### src/hdl/tga_rle_scanline_encoder_macros.svh
// ----------------------------------------------------------------------------
// TGA RLE encoder assertion macros
// Shared concurrent assertion forms for the encoder blocks.
// ----------------------------------------------------------------------------
`ifndef TGA_RLE_SCANLINE_ENCODER_MACROS_SVH
`define TGA_RLE_SCANLINE_ENCODER_MACROS_SVH

// Same-cycle implication, disabled during reset
`define TRSE_ASSERT_IMPL(name, clk, rst, ante, cons, msg) \
  name: assert property (@(posedge clk) disable iff (rst) (ante) |-> (cons)) \
    else $error(msg);

// Next-cycle implication, disabled during reset
`define TRSE_ASSERT_NEXT(name, clk, rst, ante, cons, msg) \
  name: assert property (@(posedge clk) disable iff (rst) (ante) |=> (cons)) \
    else $error(msg);

`endif

### src/hdl/trse_pkg.sv
// ----------------------------------------------------------------------------
// TGA RLE encoder package
// Constants, controller states and the command/status words between the
// controller and the datapath.
// ----------------------------------------------------------------------------
package trse_pkg;

  // Default longest packet in pixels
  localparam int MAX_PACKET_DEF = 32;

  // Pixel size register
  localparam logic [2:0] BPP_RESET = 3'd4;
  localparam logic [2:0] BPP_24    = 3'd3;

  // Header fields and pixel masks
  localparam logic [7:0]  REPEAT_FLAG = 8'd128;
  localparam logic [7:0]  COUNT_MASK  = 8'd127;
  localparam logic [31:0] PIX_MASK_24 = 32'h00FF_FFFF;
  localparam logic [31:0] PIX_MASK_32 = 32'hFFFF_FFFF;

  typedef enum logic [3:0] {
    ST_IDLE,
    ST_EVAL,
    ST_EQ_INC,
    ST_NEW_RUN,
    ST_LAST_CHK,
    ST_FLUSH,
    ST_REP,
    ST_RAW_RD,
    ST_RAW_EMIT,
    ST_FIN
  } state_t;

  // Controller to datapath
  typedef struct packed {
    logic load_in;    // capture the accepted word
    logic set_new;    // start a new run with the captured pixel
    logic inc_rc;     // extend the pending run
    logic push;       // move the pending pixel into the raw store
    logic emit_rep;   // emit a repeat packet
    logic raw_start;  // begin reading the raw store at entry zero
    logic raw_emit;   // emit the current raw entry
    logic finish;     // release the held result as the item's last
  } cmd_t;

  // Datapath to controller
  typedef struct packed {
    logic eq;           // captured pixel matches the pending run
    logic rc_one;
    logic rc_ge2;
    logic dc_zero;
    logic dc_full_next; // raw store is full after one more push
    logic rc_full_next; // run is full after one more increment
    logic last_in;
    logic can_emit;     // output register can take a word this cycle
    logic raw_last;     // current raw entry is the final one
    logic hold_valid;
  } stat_t;

endpackage

### src/hdl/trse_ctrl.sv
// ----------------------------------------------------------------------------
// TGA RLE encoder controller
// Steps one pixel through the run decision and sequences packet emission.
// ----------------------------------------------------------------------------
module trse_ctrl (
  input  logic             clk,
  input  logic             rst,
  input  logic             in_valid,
  output logic             in_stall,
  input  trse_pkg::stat_t  stat,
  output trse_pkg::cmd_t   cmd
);

  trse_pkg::state_t state, state_next;
  trse_pkg::state_t ret, ret_next;

  // State and return registers
  always_ff @(posedge clk) begin
    if (rst) begin
      state <= trse_pkg::ST_IDLE;
      ret   <= trse_pkg::ST_IDLE;
    end else begin
      state <= state_next;
      ret   <= ret_next;
    end
  end

  assign in_stall = (state != trse_pkg::ST_IDLE);

  // Next state and commands
  always_comb begin
    state_next = state;
    ret_next   = ret;
    cmd        = '0;
    unique case (state)
      trse_pkg::ST_IDLE: begin
        if (in_valid) begin
          cmd.load_in = 1'b1;
          state_next  = trse_pkg::ST_EVAL;
        end
      end
      trse_pkg::ST_EVAL: begin
        if (stat.eq) begin
          if (stat.rc_one && !stat.dc_zero) begin
            ret_next   = trse_pkg::ST_EQ_INC;
            state_next = trse_pkg::ST_RAW_RD;
          end else begin
            state_next = trse_pkg::ST_EQ_INC;
          end
        end else if (stat.rc_ge2) begin
          ret_next   = trse_pkg::ST_NEW_RUN;
          state_next = trse_pkg::ST_REP;
        end else if (stat.rc_one) begin
          cmd.push = 1'b1;
          if (stat.dc_full_next) begin
            ret_next   = trse_pkg::ST_NEW_RUN;
            state_next = trse_pkg::ST_RAW_RD;
          end else begin
            state_next = trse_pkg::ST_NEW_RUN;
          end
        end else begin
          state_next = trse_pkg::ST_NEW_RUN;
        end
      end
      trse_pkg::ST_EQ_INC: begin
        cmd.inc_rc = 1'b1;
        if (stat.rc_full_next) begin
          ret_next   = trse_pkg::ST_LAST_CHK;
          state_next = trse_pkg::ST_REP;
        end else begin
          state_next = trse_pkg::ST_LAST_CHK;
        end
      end
      trse_pkg::ST_NEW_RUN: begin
        cmd.set_new = 1'b1;
        state_next  = trse_pkg::ST_LAST_CHK;
      end
      trse_pkg::ST_LAST_CHK: begin
        if (!stat.last_in) begin
          state_next = trse_pkg::ST_FIN;
        end else if (stat.rc_ge2) begin
          ret_next   = trse_pkg::ST_FLUSH;
          state_next = trse_pkg::ST_REP;
        end else begin
          cmd.push   = stat.rc_one;
          state_next = trse_pkg::ST_FLUSH;
        end
      end
      trse_pkg::ST_FLUSH: begin
        if (!stat.dc_zero) begin
          ret_next   = trse_pkg::ST_FIN;
          state_next = trse_pkg::ST_RAW_RD;
        end else begin
          state_next = trse_pkg::ST_FIN;
        end
      end
      trse_pkg::ST_REP: begin
        if (stat.can_emit) begin
          cmd.emit_rep = 1'b1;
          state_next   = ret;
        end
      end
      trse_pkg::ST_RAW_RD: begin
        cmd.raw_start = 1'b1;
        state_next    = trse_pkg::ST_RAW_EMIT;
      end
      trse_pkg::ST_RAW_EMIT: begin
        if (stat.can_emit) begin
          cmd.raw_emit = 1'b1;
          if (stat.raw_last) begin
            state_next = ret;
          end
        end
      end
      trse_pkg::ST_FIN: begin
        if (!stat.hold_valid) begin
          state_next = trse_pkg::ST_IDLE;
        end else if (stat.can_emit) begin
          cmd.finish = 1'b1;
          state_next = trse_pkg::ST_IDLE;
        end
      end
      default: begin
        state_next = trse_pkg::ST_IDLE;
      end
    endcase
  end

endmodule

### src/hdl/trse_datapath.sv
// ----------------------------------------------------------------------------
// TGA RLE encoder datapath
// Run and raw counters, the raw pixel store, a one-word hold stage that
// tags the item's last result, and the output register.
// ----------------------------------------------------------------------------
`include "tga_rle_scanline_encoder_macros.svh"

module trse_datapath #(
  parameter int MAX_PACKET = trse_pkg::MAX_PACKET_DEF
) (
  input  logic             clk,
  input  logic             rst,
  input  logic             cfg_write,
  input  logic [2:0]       bytes_per_pixel,
  input  logic [31:0]      pixel_value,
  input  logic             line_end,
  input  trse_pkg::cmd_t   cmd,
  output trse_pkg::stat_t  stat,
  output logic             out_valid,
  input  logic             out_stall,
  output logic             header_valid,
  output logic [7:0]       header_byte,
  output logic [31:0]      out_pixel,
  output logic             run_last
);

  localparam int IW = (MAX_PACKET > 1) ? $clog2(MAX_PACKET) : 1;
  localparam int CW = $clog2(MAX_PACKET + 1);
  localparam logic [CW-1:0] MAX_C = CW'(MAX_PACKET);
  localparam logic [CW-1:0] ONE_C = CW'(1);

  logic [2:0]    bpp;
  logic [31:0]   pix_in;
  logic          last_in;
  logic [31:0]   prev;
  logic [CW-1:0] rc;
  logic [CW-1:0] dc;
  logic [IW-1:0] idx;
  logic [IW-1:0] rd_addr;
  logic [31:0]   rd_data;
  logic [31:0]   mem [MAX_PACKET];

  logic          hold_valid;
  logic          hold_hv;
  logic [7:0]    hold_hb;
  logic [31:0]   hold_pix;

  logic [31:0]   mask;
  logic          emit;
  logic          new_hv;
  logic [7:0]    new_hb;
  logic [31:0]   new_pix;
  logic [CW-1:0] idx_p1;
  logic [CW-1:0] rc_p1;
  logic [CW-1:0] dc_p1;
  logic          can_emit;

  assign mask   = (bpp == trse_pkg::BPP_24) ? trse_pkg::PIX_MASK_24 : trse_pkg::PIX_MASK_32;
  assign idx_p1 = CW'(idx) + ONE_C;
  assign rc_p1  = rc + ONE_C;
  assign dc_p1  = dc + ONE_C;
  assign can_emit = !out_valid || !out_stall;

  // Status toward the controller
  always_comb begin
    stat.eq           = (rc != '0) && (((pix_in ^ prev) & mask) == 32'd0);
    stat.rc_one       = (rc == ONE_C);
    stat.rc_ge2       = (rc > ONE_C);
    stat.dc_zero      = (dc == '0);
    stat.dc_full_next = (dc_p1 >= MAX_C);
    stat.rc_full_next = (rc_p1 >= MAX_C);
    stat.last_in      = last_in;
    stat.can_emit     = can_emit;
    stat.raw_last     = (idx_p1 == dc);
    stat.hold_valid   = hold_valid;
  end

  // Pixel size register
  always_ff @(posedge clk) begin
    if (rst) begin
      bpp <= trse_pkg::BPP_RESET;
    end else if (cfg_write) begin
      bpp <= bytes_per_pixel;
    end
  end

  // Capture the accepted word
  always_ff @(posedge clk) begin
    if (cmd.load_in) begin
      pix_in  <= pixel_value;
      last_in <= line_end;
    end
  end

  // Run and raw counters, pending pixel
  always_ff @(posedge clk) begin
    if (rst) begin
      rc <= '0;
      dc <= '0;
    end else begin
      if (cmd.set_new) begin
        rc <= ONE_C;
      end else if (cmd.inc_rc) begin
        rc <= rc_p1;
      end else if (cmd.push || cmd.emit_rep) begin
        rc <= '0;
      end
      if (cmd.push) begin
        dc <= dc_p1;
      end else if (cmd.raw_emit && stat.raw_last) begin
        dc <= '0;
      end
    end
  end

  always_ff @(posedge clk) begin
    if (cmd.set_new) begin
      prev <= pix_in;
    end
  end

  // Raw store: one write port, one registered read port
  always_comb begin
    if (cmd.raw_start) begin
      rd_addr = '0;
    end else if (cmd.raw_emit) begin
      rd_addr = idx_p1[IW-1:0];
    end else begin
      rd_addr = idx;
    end
  end

  always_ff @(posedge clk) begin
    if (cmd.push) begin
      mem[dc[IW-1:0]] <= prev;
    end
    rd_data <= mem[rd_addr];
  end

  always_ff @(posedge clk) begin
    if (cmd.raw_start) begin
      idx <= '0;
    end else if (cmd.raw_emit) begin
      idx <= idx_p1[IW-1:0];
    end
  end

  // Build the next result word
  assign emit = cmd.emit_rep || cmd.raw_emit;

  always_comb begin
    if (cmd.emit_rep) begin
      new_hv  = 1'b1;
      new_hb  = trse_pkg::REPEAT_FLAG | ((8'(rc) - 8'd1) & trse_pkg::COUNT_MASK);
      new_pix = prev & mask;
    end else begin
      new_hv  = (idx == '0);
      new_hb  = (idx == '0) ? ((8'(dc) - 8'd1) & trse_pkg::COUNT_MASK) : 8'd0;
      new_pix = rd_data & mask;
    end
  end

  // Hold the newest result until it is known whether another follows
  always_ff @(posedge clk) begin
    if (rst) begin
      hold_valid <= 1'b0;
    end else if (emit) begin
      hold_valid <= 1'b1;
    end else if (cmd.finish) begin
      hold_valid <= 1'b0;
    end
  end

  always_ff @(posedge clk) begin
    if (emit) begin
      hold_hv  <= new_hv;
      hold_hb  <= new_hb;
      hold_pix <= new_pix;
    end
  end

  // Output register
  always_ff @(posedge clk) begin
    if (rst) begin
      out_valid <= 1'b0;
    end else if ((emit && hold_valid) || cmd.finish) begin
      out_valid <= 1'b1;
    end else if (!out_stall) begin
      out_valid <= 1'b0;
    end
  end

  always_ff @(posedge clk) begin
    if ((emit && hold_valid) || cmd.finish) begin
      header_valid <= hold_hv;
      header_byte  <= hold_hb;
      out_pixel    <= hold_pix;
      run_last     <= cmd.finish;
    end
  end

  `TRSE_ASSERT_IMPL(a_rep_count, clk, rst, cmd.emit_rep, rc > ONE_C, "repeat packet shorter than two")
  `TRSE_ASSERT_IMPL(a_raw_range, clk, rst, cmd.raw_emit, (dc != '0) && (CW'(idx) < dc), "raw read outside the filled entries")
  `TRSE_ASSERT_NEXT(a_finish, clk, rst, cmd.finish, !hold_valid && out_valid, "last result not released")

endmodule

### src/hdl/tga_rle_scanline_encoder.sv
// ----------------------------------------------------------------------------
// TGA RLE scanline encoder
// Turns a pixel stream into TGA repeat and raw packets, one pixel per word.
// ----------------------------------------------------------------------------
// One pixel is in work at a time: in_stall stays high from the accept until
// the controller is idle again, longer when the pixel closes a packet, at a
// line end or on output stalls; raw packets need a store read setup first.
// A word waits in a one-word hold stage until the next word or the item's end
// releases it; the last word reaches the output as the controller goes idle.
// Reset (rst, synchronous) empties all runs and selects 32-bit pixels.
// ----------------------------------------------------------------------------
module tga_rle_scanline_encoder #(
  parameter int MAX_PACKET = trse_pkg::MAX_PACKET_DEF
) (
  input  logic        clk,
  input  logic        rst,
  input  logic        cfg_valid,
  output logic        cfg_ready,
  input  logic [2:0]  bytes_per_pixel,
  input  logic        in_valid,
  output logic        in_stall,
  input  logic [31:0] pixel_value,
  input  logic        line_end,
  output logic        out_valid,
  input  logic        out_stall,
  output logic        header_valid,
  output logic [7:0]  header_byte,
  output logic [31:0] out_pixel,
  output logic        run_last
);

  trse_pkg::cmd_t  cmd;
  trse_pkg::stat_t stat;

  // Register writes must arrive only while idle; the block itself does not enforce it
  assign cfg_ready = 1'b1;

  trse_ctrl u_ctrl (
    .clk      (clk),
    .rst      (rst),
    .in_valid (in_valid),
    .in_stall (in_stall),
    .stat     (stat),
    .cmd      (cmd)
  );

  trse_datapath #(
    .MAX_PACKET (MAX_PACKET)
  ) u_datapath (
    .clk             (clk),
    .rst             (rst),
    .cfg_write       (cfg_valid && cfg_ready),
    .bytes_per_pixel (bytes_per_pixel),
    .pixel_value     (pixel_value),
    .line_end        (line_end),
    .cmd             (cmd),
    .stat            (stat),
    .out_valid       (out_valid),
    .out_stall       (out_stall),
    .header_valid    (header_valid),
    .header_byte     (header_byte),
    .out_pixel       (out_pixel),
    .run_last        (run_last)
  );

endmodule
### config.mk
export PLATFORM = sky130hd
export DESIGN_NAME = tga_rle_scanline_encoder
export DESIGN_NICKNAME = d
export VERILOG_FILES = /design/src/hdl/trse_pkg.sv /design/src/hdl/trse_ctrl.sv /design/src/hdl/trse_datapath.sv /design/src/hdl/tga_rle_scanline_encoder.sv
export VERILOG_INCLUDE_DIRS = /design/src /design/src/hdl
export SDC_FILE = /design/constraint.sdc
export NUM_CORES = 2
export LEC_CHECK = 0
export BUFFER_PORTS_ARGS = -buffer_cell sky130_fd_sc_hd__buf_2
export CORE_MARGIN = 8
export CORE_UTILIZATION = 46
export DETAILED_ROUTE_END_ITERATION = 7
export GPL_TIMING_DRIVEN = 1
export HOLD_SLACK_MARGIN = 0.03
export PLACE_DENSITY = 0.62
export SKIP_CTS_REPAIR_TIMING = 1
export SLEW_MARGIN = 0
export SYNTH_ARGS = -nofsm -noshare
export SYNTH_HDL_FRONTEND = slang
export SYNTH_SLANG_ARGS = --single-unit
### constraint.sdc
create_clock -name clk -period 8.7 [get_ports clk]
set_input_delay 0.435 -clock clk [delete_from_list [all_inputs] [get_ports clk]]
set_output_delay 0.435 -clock clk [all_outputs]
set_load 0.05 [all_outputs]
==> flow_summary.html <==
<table>
<tr><th>Metric</th><th>Value</th></tr>
<tr><th colspan="2">Outcome</th></tr>
<tr><td>Status</td><td>finished with violations</td></tr>
<tr><td>Violations in the final reports</td><td>max-slew violations</td></tr>
<tr><th colspan="2">Drt</th></tr>
<tr><td>Average wire per standard cell</td><td>28.62 µm</td></tr>
<tr><td>Drt initial violations</td><td>3240</td></tr>
<tr><td>Residual DRC count</td><td>0</td></tr>
<tr><td>Routed Wire Length</td><td>129100 µm</td></tr>
<tr><td>Avg Vias per Cell</td><td>5.984</td></tr>
<tr><td>Detailed-router iteration count before antenna repair</td><td>5</td></tr>
<tr><td>ANT nets after route</td><td>0</td></tr>
<tr><td>Detailed-route via count</td><td>27000</td></tr>
<tr><th colspan="2">Critical path</th></tr>
<tr><td>Launch point of the worst reg-to-reg path</td><td>u_datapath.prev[2]</td></tr>
<tr><td>Critical path startpoint</td><td>u_datapath.prev[2]</td></tr>
<tr><td>Critical Path End Type</td><td>flop</td></tr>
<tr><td>Required arrival time at the worst endpoint</td><td>9.12 ns</td></tr>
<tr><td>Crit Path Max Fanout</td><td>34</td></tr>
<tr><td>WP data arrival</td><td>5.69 ns</td></tr>
<tr><td>Setup CP Type</td><td>reg -&gt; reg</td></tr>
<tr><td>Category of the worst setup path launch point</td><td>flop</td></tr>
<tr><th colspan="2">Job</th></tr>
<tr><td>Max cap viols</td><td>0</td></tr>
<tr><th colspan="2">Global routing</th></tr>
<tr><td>First-pass GRT wire length</td><td>185900 µm</td></tr>
<tr><td>Via count of the first global-routing pass</td><td>26660</td></tr>
<tr><td>Largest net degree at the start of global routing</td><td>157</td></tr>
<tr><td>Number of antenna violations at the first check in global routing</td><td>1</td></tr>
<tr><td>Global Route Usage Sum</td><td>21.74%</td></tr>
<tr><td>Total congestion overflow after global routing</td><td>0</td></tr>
<tr><th colspan="2">Placement</th></tr>
<tr><td>Placer congestion estimate</td><td>0.8529</td></tr>
<tr><td>IO Port Bufs</td><td>84</td></tr>
<tr><td>DP Wirelength</td><td>72450 µm</td></tr>
<tr><td>Post-Place Setup Slack</td><td>3.408 ns</td></tr>
<tr><td>Cell Count Post-Placement</td><td>4234</td></tr>
<tr><th colspan="2">Logic synthesis</th></tr>
<tr><td>Post-synth top area share</td><td>73.19%</td></tr>
<tr><td>Post-synthesis area per instance</td><td>16.79 µm²</td></tr>
<tr><td>Gate count of the mapped netlist</td><td>2864</td></tr>
<tr><td>Cell taking the most area after synthesis</td><td>sky130_fd_sc_hd__edfxtp_1</td></tr>
<tr><td>Post-synth cell types</td><td>84</td></tr>
<tr><td>Count of yosys warnings during synthesis</td><td>0</td></tr>
<tr><td>Number of synthesized flops with an enable pin</td><td>1172</td></tr>
<tr><td>Leading post-synthesis cells by cell area</td><td>sky130_fd_sc_hd__edfxtp_1 73%, sky130_fd_sc_hd__mux2i_1 7.4%, sky130_fd_sc_hd__dfxtp_1 2.6%</td></tr>
<tr><td>Sequential share of the synthesized area</td><td>75.77%</td></tr>
<tr><td>Asr flop ratio synth</td><td>0%</td></tr>
<tr><td>Flops &amp; latches, synth</td><td>1234</td></tr>
<tr><td>Primary flip-flop cell chosen by synthesis mapping</td><td>sky130_fd_sc_hd__edfxtp_1</td></tr>
<tr><td>Mapped Nets</td><td>2916</td></tr>
<tr><td>Post-synthesis cell area</td><td>48080 µm²</td></tr>
<tr><th colspan="2">CTS</th></tr>
<tr><td>Register clock-pin slew on the reported worst setup and hold paths</td><td>0.06 ns</td></tr>
<tr><td>Maximum count of clock buffers along a single path</td><td>3</td></tr>
<tr><td>Cell at the root of the clock tree</td><td>sky130_fd_sc_hd__clkbuf_16</td></tr>
<tr><td>Clock latency reported for the late side of the worst-skew pair</td><td>0.73 ns</td></tr>
<tr><td>Number of sinks driven by the clock tree</td><td>1234</td></tr>
<tr><td>Htree depth</td><td>4</td></tr>
<tr><td>Number of buffers created by CTS</td><td>131</td></tr>
<tr><td>CTS tree</td><td>done</td></tr>
<tr><th colspan="2">Hold path</th></tr>
<tr><td>Hold path startpoint</td><td>rst</td></tr>
<tr><td>Class of the tightest hold or removal check</td><td>in -&gt; reg</td></tr>
<tr><th colspan="2">Power</th></tr>
<tr><td>Pwr per Cell Area</td><td>292.4 nW/µm²</td></tr>
<tr><td>Static leakage</td><td>0.01985 µW</td></tr>
<tr><td>Post-route total power</td><td>16070 µW</td></tr>
<tr><td>Peak supply drop</td><td>0.1965 mV</td></tr>
<tr><th colspan="2">Timing</th></tr>
<tr><td>Fin crit period</td><td>5.265 ns</td></tr>
<tr><td>Endpoints failing hold</td><td>0</td></tr>
<tr><td>Post-route worst setup slack</td><td>3.435 ns</td></tr>
<tr><td>Worst clock skew</td><td>0.02596 ns</td></tr>
<tr><td>Share of the clock period used by the worst path</td><td>60.52%</td></tr>
<tr><td>Number of max-slew violations in the final report</td><td>41</td></tr>
<tr><td>Setup violators final</td><td>0</td></tr>
<tr><td>RSZ-0062 raised after global routing</td><td>false</td></tr>
<tr><td>Max-slew headroom</td><td>-0.7781%</td></tr>
<tr><td>Fmax achieved</td><td>189.9 MHz</td></tr>
<tr><td>Worst-Margin Slew</td><td>1.512 ns</td></tr>
<tr><td>Setup TNS after final layout</td><td>0 ns</td></tr>
<tr><th colspan="2">Final layout</th></tr>
<tr><td>Antenna diode instance count</td><td>0</td></tr>
<tr><td>Fraction of layout instances using a drive strength above 1</td><td>15.30%</td></tr>
<tr><td>Final Core Density</td><td>53.04%</td></tr>
<tr><td>Layout Area Growth over Synthesis</td><td>14.33%</td></tr>
<tr><td>Number of nets in the finished design</td><td>3079</td></tr>
<tr><td>Final Instance Count excl. Fillers</td><td>4511</td></tr>
<tr><th colspan="2">Die</th></tr>
<tr><td>Die extent in x</td><td>339.3 µm</td></tr>
<tr><td># IOs</td><td>86</td></tr>
<tr><td># rows</td><td>118</td></tr>
<tr><td>Vertical extent of the die</td><td>339.3 µm</td></tr>
<tr><td>Core ar.</td><td>103600 µm²</td></tr>
<tr><td>Total Die Area</td><td>115100 µm²</td></tr>
<tr><td>Starting utilization of the core area</td><td>46.39%</td></tr>
</table>
cell usage in the layout (no fill, tap or decap), drive strengths merged, types with 39 or more instances in the layout:
cell | netlist | layout
o22a | 64 | 64
clkbuf | 82 | 171
xor2 | 39 | 39
o21ai | 81 | 81
o22ai | 68 | 68
nand2 | 283 | 283
nand3 | 56 | 56
nor4 | 45 | 45
edfxtp | 1172 | 1172
clkinv | 2 | 44
buf | 87 | 160
mux2i | 354 | 354
nor2 | 57 | 57
dlygate4sd3 | 0 | 39
dfxtp | 62 | 62
a21oi | 84 | 84
logic make-up (layout without fill, tap and decap cells):
family          count (synthesis)  count (layout)  share of synthesized area (%)
flops                        1234            1234                          75.77
simple gates                  541             541                          5.771
compound gates                451             451                          6.422
mux                           388             388                          8.915
buf+inv                       189             456                          1.933
xor+xnor                       49              49                         0.8925
fa+ha+maj                      11              11                         0.2862
other cells                     1               1                       0.007799
power breakdown:
part | switching, µW | total, µW | internal [µW]
clock | 2250 | 5520 | 3270
sequential | 199 | 6990 | 6790
combinational | 2270 | 3570 | 1290
metrics by stage:
step | area (µm²) | hold slack (ns)
after floorplan | 48080 | 0.4003
after global placement | 50300 | 0.4042
after detailed placement | 50300 | 0.4045
after CTS | 54570 | -0.1524
after global routing | 54980 | 0.1367
final | 54980 | 0.1539
worst max-delay path, stage by stage (launching register included):
cell	delay (ns)
sky130_fd_sc_hd__edfxtp_1	1.22
sky130_fd_sc_hd__xor2_1	0.15
sky130_fd_sc_hd__nor4_1	0.83
sky130_fd_sc_hd__nand4_1	0.65
sky130_fd_sc_hd__o31ai_1	0.46
sky130_fd_sc_hd__a21oi_1	0.14
sky130_fd_sc_hd__buf_4	0.20
sky130_fd_sc_hd__nand2_1	0.63
sky130_fd_sc_hd__nor2_4	0.31
sky130_fd_sc_hd__buf_4	0.36
sequential cells by signal, summed over array words and instances, names as in the netlist:
name,cells
u_datapath.last_in,1
u_datapath.hold_valid,1
u_datapath.dc,6
u_datapath.rc,6
u_datapath.run_last,1
u_datapath.hold_hv,1
u_datapath.hold_hb,8
u_ctrl.ret,4
u_datapath.mem,1024
u_datapath.bpp,3
u_datapath.out_pixel,32
u_datapath.prev,32
u_datapath.header_valid,1
u_datapath.header_byte,8
u_datapath.out_valid,1
u_datapath.pix_in,32
u_datapath.rd_data,32
u_datapath.hold_pix,32
u_datapath.idx,5
u_ctrl.state,4
cell type report:
cell class | instances | area, µm²
Fill cell | 8229 | 48670
Sequential cell | 1234 | 36430
Multi-Input combinational cell | 1441 | 11060
Clock buffer | 171 | 3542
Tap cell | 1380 | 1727
Timing Repair Buffer | 199 | 1406
Clock inverter | 66 | 721.9
Inverter | 20 | 82.58
per-layer routing:
metal	track usage, %	part of all wire (%)	up-vias
li1	-	-	11630
met1	30.45	42	13910
met2	35.00	48	1246
met3	3.762	7.7	212
met4	6.345	2.6	0
met5	0	0	-
worst paths after layout:
kind / end / depth (start not counted) / slack, ns
worst max register to register: u_datapath.mem[4][18] / 9 / 3.44
worst min register to register: u_datapath.out_pixel[5] / 0 / 0.42
worst max-delay path: u_datapath.mem[4][18] / 9 / 3.44
worst min-delay path: u_datapath.bpp[0] / 2 / 0.15
synth_stat cells (13+ instances only):
master and count:
sky130_fd_sc_hd__a21oi_1 83, sky130_fd_sc_hd__mux2i_1 354, sky130_fd_sc_hd__nor4_1 43, sky130_fd_sc_hd__nor2_1 57, sky130_fd_sc_hd__clkbuf_1 81, sky130_fd_sc_hd__mux4_2 32, sky130_fd_sc_hd__o22ai_1 68, sky130_fd_sc_hd__nand3_1 56
sky130_fd_sc_hd__o21ai_0 78, sky130_fd_sc_hd__nor3_1 13, sky130_fd_sc_hd__a31oi_1 38, sky130_fd_sc_hd__o221ai_1 33, sky130_fd_sc_hd__nor4b_2 28, sky130_fd_sc_hd__edfxtp_1 1172, sky130_fd_sc_hd__nand2_1 282, sky130_fd_sc_hd__dfxtp_1 62
sky130_fd_sc_hd__inv_1 17, sky130_fd_sc_hd__a211o_1 33, sky130_fd_sc_hd__o22a_1 64, sky130_fd_sc_hd__buf_2 62, sky130_fd_sc_hd__xor2_1 39
Note: power is estimated with default switching activity, not from simulation.
